<file path="src/hw/rtl/gb3_pkg.sv">
`timescale 1ns / 1ps
`default_nettype none

package gb3_pkg;

  localparam int MAX_WIDTH = 1024;
  localparam int CHANNELS  = 3;
  localparam int CHAN_W    = 8;
  localparam int PIX_W     = CHANNELS * CHAN_W;

  localparam int WIDTH_W     = 11;
  localparam int HEIGHT_W    = 16;
  localparam int CFG_INDEX_W = 1;
  localparam int CFG_DATA_W  = 16;

  localparam logic [WIDTH_W-1:0]  WIDTH_RESET  = 11'd640;
  localparam logic [HEIGHT_W-1:0] HEIGHT_RESET = 16'd480;

  localparam logic [CFG_INDEX_W-1:0] REG_FRAME_WIDTH  = 1'd0;
  localparam logic [CFG_INDEX_W-1:0] REG_FRAME_HEIGHT = 1'd1;

  // channel 0 (red) sits in the lowest bits, same as the stream word
  typedef logic [CHANNELS-1:0][CHAN_W-1:0] pix_t;

  // one window column, rows from top to bottom
  typedef struct packed {
    pix_t top;
    pix_t mid;
    pix_t bot;
  } col_t;

endpackage

`default_nettype wire

</file>
<file path="src/hw/rtl/gb3_lane.sv">
`timescale 1ns / 1ps
`default_nettype none

module gb3_lane #(
  parameter int LANE = 0
) (
  input  wire logic                         clk,
  input  wire logic                         en,
  input  wire gb3_pkg::col_t                left,
  input  wire gb3_pkg::col_t                center,
  input  wire gb3_pkg::col_t                right,
  output logic [gb3_pkg::CHAN_W-1:0]        result
);

  localparam int VSUM_W  = gb3_pkg::CHAN_W + 2;
  localparam int TOTAL_W = gb3_pkg::CHAN_W + 4;

  logic [VSUM_W-1:0]  sum_left;
  logic [VSUM_W-1:0]  sum_center;
  logic [VSUM_W-1:0]  sum_right;
  logic [TOTAL_W-1:0] total;
  logic [TOTAL_W-1:0] rounded;

  // vertical 1-2-1 over one column
  function automatic logic [VSUM_W-1:0] vsum(input gb3_pkg::col_t col);
    vsum = {2'b00, col.top[LANE]} + {1'b0, col.mid[LANE], 1'b0} + {2'b00, col.bot[LANE]};
  endfunction

  always_ff @(posedge clk) begin
    if (en) begin
      sum_left   <= vsum(left);
      sum_center <= vsum(center);
      sum_right  <= vsum(right);
    end
  end

  // horizontal 1-2-1, then round to nearest over the weight of 16
  assign total   = {2'b00, sum_left} + {1'b0, sum_center, 1'b0} + {2'b00, sum_right};
  assign rounded = total + TOTAL_W'(8);
  assign result  = rounded[TOTAL_W-1:4];

endmodule

`default_nettype wire

</file>
<file path="config.mk">
export PLATFORM = sky130hd
export DESIGN_NAME = gb3_lane
export DESIGN_NICKNAME = d
export VERILOG_FILES = /design/src/hw/rtl/gb3_pkg.sv /design/src/hw/rtl/gb3_lane.sv
export SDC_FILE = /design/constraint.sdc
export NUM_CORES = 1
export LEC_CHECK = 0
export ABC_AREA = 1
export BUFFER_PORTS_ARGS = -buffer_cell sky130_fd_sc_hd__buf_2
export CORE_MARGIN = 2
export CORE_UTILIZATION = 38
export CTS_CLUSTER_SIZE = 30
export DETAILED_ROUTE_END_ITERATION = 8
export PLACE_DENSITY = 0.79
export SLEW_MARGIN = 10
export SYNTH_ARGS = -nofsm -noshare
export SYNTH_HDL_FRONTEND = slang
export SYNTH_SLANG_ARGS = --single-unit
</file>
<file path="constraint.sdc">
create_clock -name clk -period 2.12 [get_ports clk]
set_input_delay 0.212 -clock clk [delete_from_list [all_inputs] [get_ports clk]]
set_output_delay 0.212 -clock clk [all_outputs]
set_load 0.005 [all_outputs]
</file>
Word-level counts from Yosys, hierarchy flattened
Index checks and enable logic that the tools add are counted.
{"block": "classes", "addsub": 9}
{"operator": "$add A10 B8 Y10", "n": 3}
{"operator": "$add A8 B9 Y10", "n": 3}
{"operator": "$add A10 B11 Y12", "n": 1}
{"operator": "$add A12 B10 Y12", "n": 1}
{"operator": "$add A12 B4 Y12 const B", "n": 1}
{"block": "totals", "ff_bits": 30, "in_bits": 218, "out_inout_bits": 8, "elab_cells": 12}

Depth between registers and ports, before layout
{"block": "depth", "depth_word": 3, "ltp_mapped": 14}

Least setup slack after synthesis
Ideal clock, no wire load.
{"block": "synth_timing", "path_type": "register -> output", "startpoint": "reg sum_left[4]", "endpoint": "out result[3] in the netlist's numbering", "path_slack_ns": -0.164, "t_arrival_ns": 2.072, "n_path_buf": 0, "path_stages_with_launch": 10, "path_cell_list": "edfxtp_1 -> inv_1 -> fa_1 -> inv_1 -> ha_1 -> ha_1 -> a21oi_1 -> o21bai_1 -> a21oi_1 -> xnor2_1"}
{"block": "synth_via", "elab_chain_cells": 3}
{"item": "start, declared", "line_no": "gb3_lane.sv:18", "rtl": "logic [VSUM_W-1:0] sum_left;"}
{"item": "start signal, assigned", "line_no": "gb3_lane.sv:31", "rtl": "sum_left <= vsum(left);"}
{"item": "$add A10 B11 Y12", "line_no": "gb3_lane.sv:38", "rtl": "assign total = {2'b00, sum_left} + {1'b0, sum_center, 1'b0} + {2'b00, sum_right};"}
{"item": "$add A12 B10 Y12", "line_no": "gb3_lane.sv:38"}
{"item": "$add A12 B4 Y12", "line_no": "gb3_lane.sv:39", "rtl": "assign rounded = total + TOTAL_W'(8);"}
{"item": "end, declared", "line_no": "gb3_lane.sv:12", "rtl": "output logic [gb3_pkg::CHAN_W-1:0] result"}
No other way between the ends.

Worst setup path after layout
{"block": "layout_timing", "startpoint": "reg sum_right[2]", "endpoint": "out result[0] in the netlist's numbering"}
{"block": "layout_via", "elab_chain_cells": 2}
{"item": "start, declared", "line_no": "gb3_lane.sv:20", "rtl": "logic [VSUM_W-1:0] sum_right;"}
{"item": "start signal, assigned", "line_no": "gb3_lane.sv:33", "rtl": "sum_right <= vsum(right);"}
{"item": "$add A12 B10 Y12", "line_no": "gb3_lane.sv:38"}
{"item": "$add A12 B4 Y12", "line_no": "gb3_lane.sv:39"}
No other way between the ends.

==> run metrics <==
status complete, but fails checks; failing checks setup timing; clock power share 6.7%; Area after DPL 3890 sq um; Area Growth Syn to Fin 32.8%; Peak VDD IR 0.665 mV; placed cells 499; max-slew violations 0; FILL cells 692; die area 8890 sq um; WHS 224 ps; family with the most delay on the worst path adder cells; max_slew headroom 56.7%; register bit total from synthesis 30; Endpoint, Worst Hold sum_left[0]; most frequent cells in the layout buf_2 (81), nand2_1 (41), inv_1 (41), fa_1 (32); fin worst setup slack -501 ps; Die Width 94.3 um; sequential power share 14.5%; Max-Cap Viols 0; largest area contributor in the netlist edfxtp_1; RSZ-0062 raised after global routing yes; Slew @ Worst Pin 649 ps; gpl congestion 0.746; WP buf/inv 5; Hold Path Class in -> reg; total CTS buffers 5; Final setup viols 8; Critical Setup Path Class reg -> out; share of cells above drive strength 1 38.1%; Mapped Area 3100 sq um; most common cell after layout, fill and taps aside buf_2; Yosys cell types 23; syn_area_per_cell 10.3 sq um; routed wire length 6.27 mm; Congestion Overflow GR 0; CTS root buf clkbuf_8; chip height 94.3 um; Sw Pwr 2.69 mW; crit path DAT 2410 ps; fin crit share 124%; setup_tns -3820 ps; vias in the first global route 2,512; Initial Util 39.7%; Initial DRC Count 43; post-synthesis sequential area ratio 29.1%; Final Non-Filler Cells 509; f_max 0.382 GHz; Register Area 901 sq um; # DRC 0; all-layer global routing usage 15.8%; # port buffers 81; clock-pin slew of the registers on the worst-case setup and hold paths 60 ps; Via Count 2,382; nets@finish 701; pin count of the biggest net entering global routing 31; Crit. End Element output pin; multi-input combinational cell area 2250 sq um; top-area cell type share of the netlist area 29.1%; post-route cell area 4110 sq um; CTS H-tree depth 2; Final Hold Fails 0; Int Power 3.61 mW; Diodes inserted 0; boundary pin count 226; Routed WL per cell 12.3 um; Crit Path Max Fanout 3; Leakage 1.95 nW; Vias/cell 4.68; Area contributors post-synth edfxtp_1 (29%), fa_1 (21%), ha_1 (18%); Post-DRT Antenna Nets 0; Mapped Nets 595; slowest stage delay, CP 440 ps; Bufs on Longest Clock Path 2; DRT Pass-1 Iters 4; Hold Crit Depth 2; Mapped Cells 300; slowest CP cell fa_1; CTS sink count 30; crit start category register; post-route minimum period 2620 ps; CTS tree done; CP Data Required Time 1910 ps; Combinational Power Share 78.9%; CORE AREA 7810 sq um; total power draw 6.30 mW; post-DP HPWL 5.38 mm; yosys warns 0; P per Cell Area 1530 nW/um^2; initial antenna violation count 0; Switching Share 42.7%; first-pass GRT wire length 10.8 mm; Rows 32; worst hold start left[48]; critical-path cell list inv_2 > fa_2 > inv_2 > fa_1 > ha_4 > nand2_2 > nand2_2 > buf_4 > buf_6 > xor2_1 > buf_2
[worst max-delay path by stage]
stage / from / cells past startpoint / end / slack [ps]
3_5_place_dp: sum_left[6] / 9 / result[3] / -240
2_1_floorplan: sum_right[2] / 13 / result[6] / -60
3_3_place_gp: sum_left[6] / 9 / result[3] / -240
4_1_cts: sum_right[6] / 9 / result[5] / -500
6_report: sum_right[2] / 11 / result[0] / -500
5_1_grt: sum_right[2] / 11 / result[5] / -630
[power groups by stage]
| stage | combinational, mW | clock (mW) | sequential (mW) |
|---|---|---|---|
| 5_1_grt | 5.55 | 0.469 | 0.927 |
| 3_3_place_gp | 4.17 | 0 | 0.923 |
| 3_5_place_dp | 4.28 | 0 | 0.926 |
| 4_1_cts | 4.94 | 0.430 | 0.915 |
| 2_1_floorplan | 2.81 | 0 | 0.906 |
| 6_report | 4.97 | 0.421 | 0.911 |
[Yosys cell counts]
master and count:
nor2_4 1, edfxtp_1 30, o21ai_2 3, o211ai_1 3, nand3_1 8, nor3_1 1
clkinv_1 5, nand2_2 6, xnor2_1 7, a21oi_1 20, a21boi_1 3, o21ai_0 2
inv_1 46, xor2_1 16, nand2_1 48, a31oi_1 4, inv_2 4, fa_1 33
a21o_1 3, nor2_1 4, nand4_1 7, ha_1 44, o21bai_1 2
[flip-flops by register name (all words and copies together) (netlist names)]
signal / flops
sum_right: 10
sum_left: 10
sum_center: 10
[metrics by stage]
stage               util, %  setup slack, ps
floorplan                 -            -57.3
global placement       49.9             -238
detailed placement     49.9             -239
CTS                    52.5             -495
global route           52.7             -635
finish                 52.7             -501
[area by class of cell]
| type | instances | area share, % |
|---|---|---|
| clock buffers | 6 | 1.77 |
| multi-input cells | 215 | 54.7 |
| flip-flops and latches | 30 | 21.9 |
| repair buffers | 99 | 13.3 |
| clock inverters | 2 | 0.213 |
| well taps | 102 | 3.10 |
| inverters | 55 | 5.02 |
[timing repair]
item | CTS | global route
resized for setup | 25 | 2
pin swaps | 19 | 2
hold buffers | 0 | 0
setup endpoints to repair | 8 | 8
setup buffers | 1 | 1
hold endpoints to repair | 0 | 0
[kinds of logic after synthesis]
logic type                 count (synthesis)  share of synthesized area (%)
DFF                                       30                           29.1
adders and majority gates                 77                           39.1
buffers and inverters                     55                           6.67
and+or+nand+nor                           75                           10.7
xor gates and xnor gates                  23                           6.50
AOI/OAI and AO/OA                         40                           7.88
[per-layer routing]
layer  track usage (%)  wire (um)
met5                 0          0
met4              4.59        125
met3              3.53        310
met2              28.2       3260
met1              18.9       2580
(Power assumes the default switching activity.)
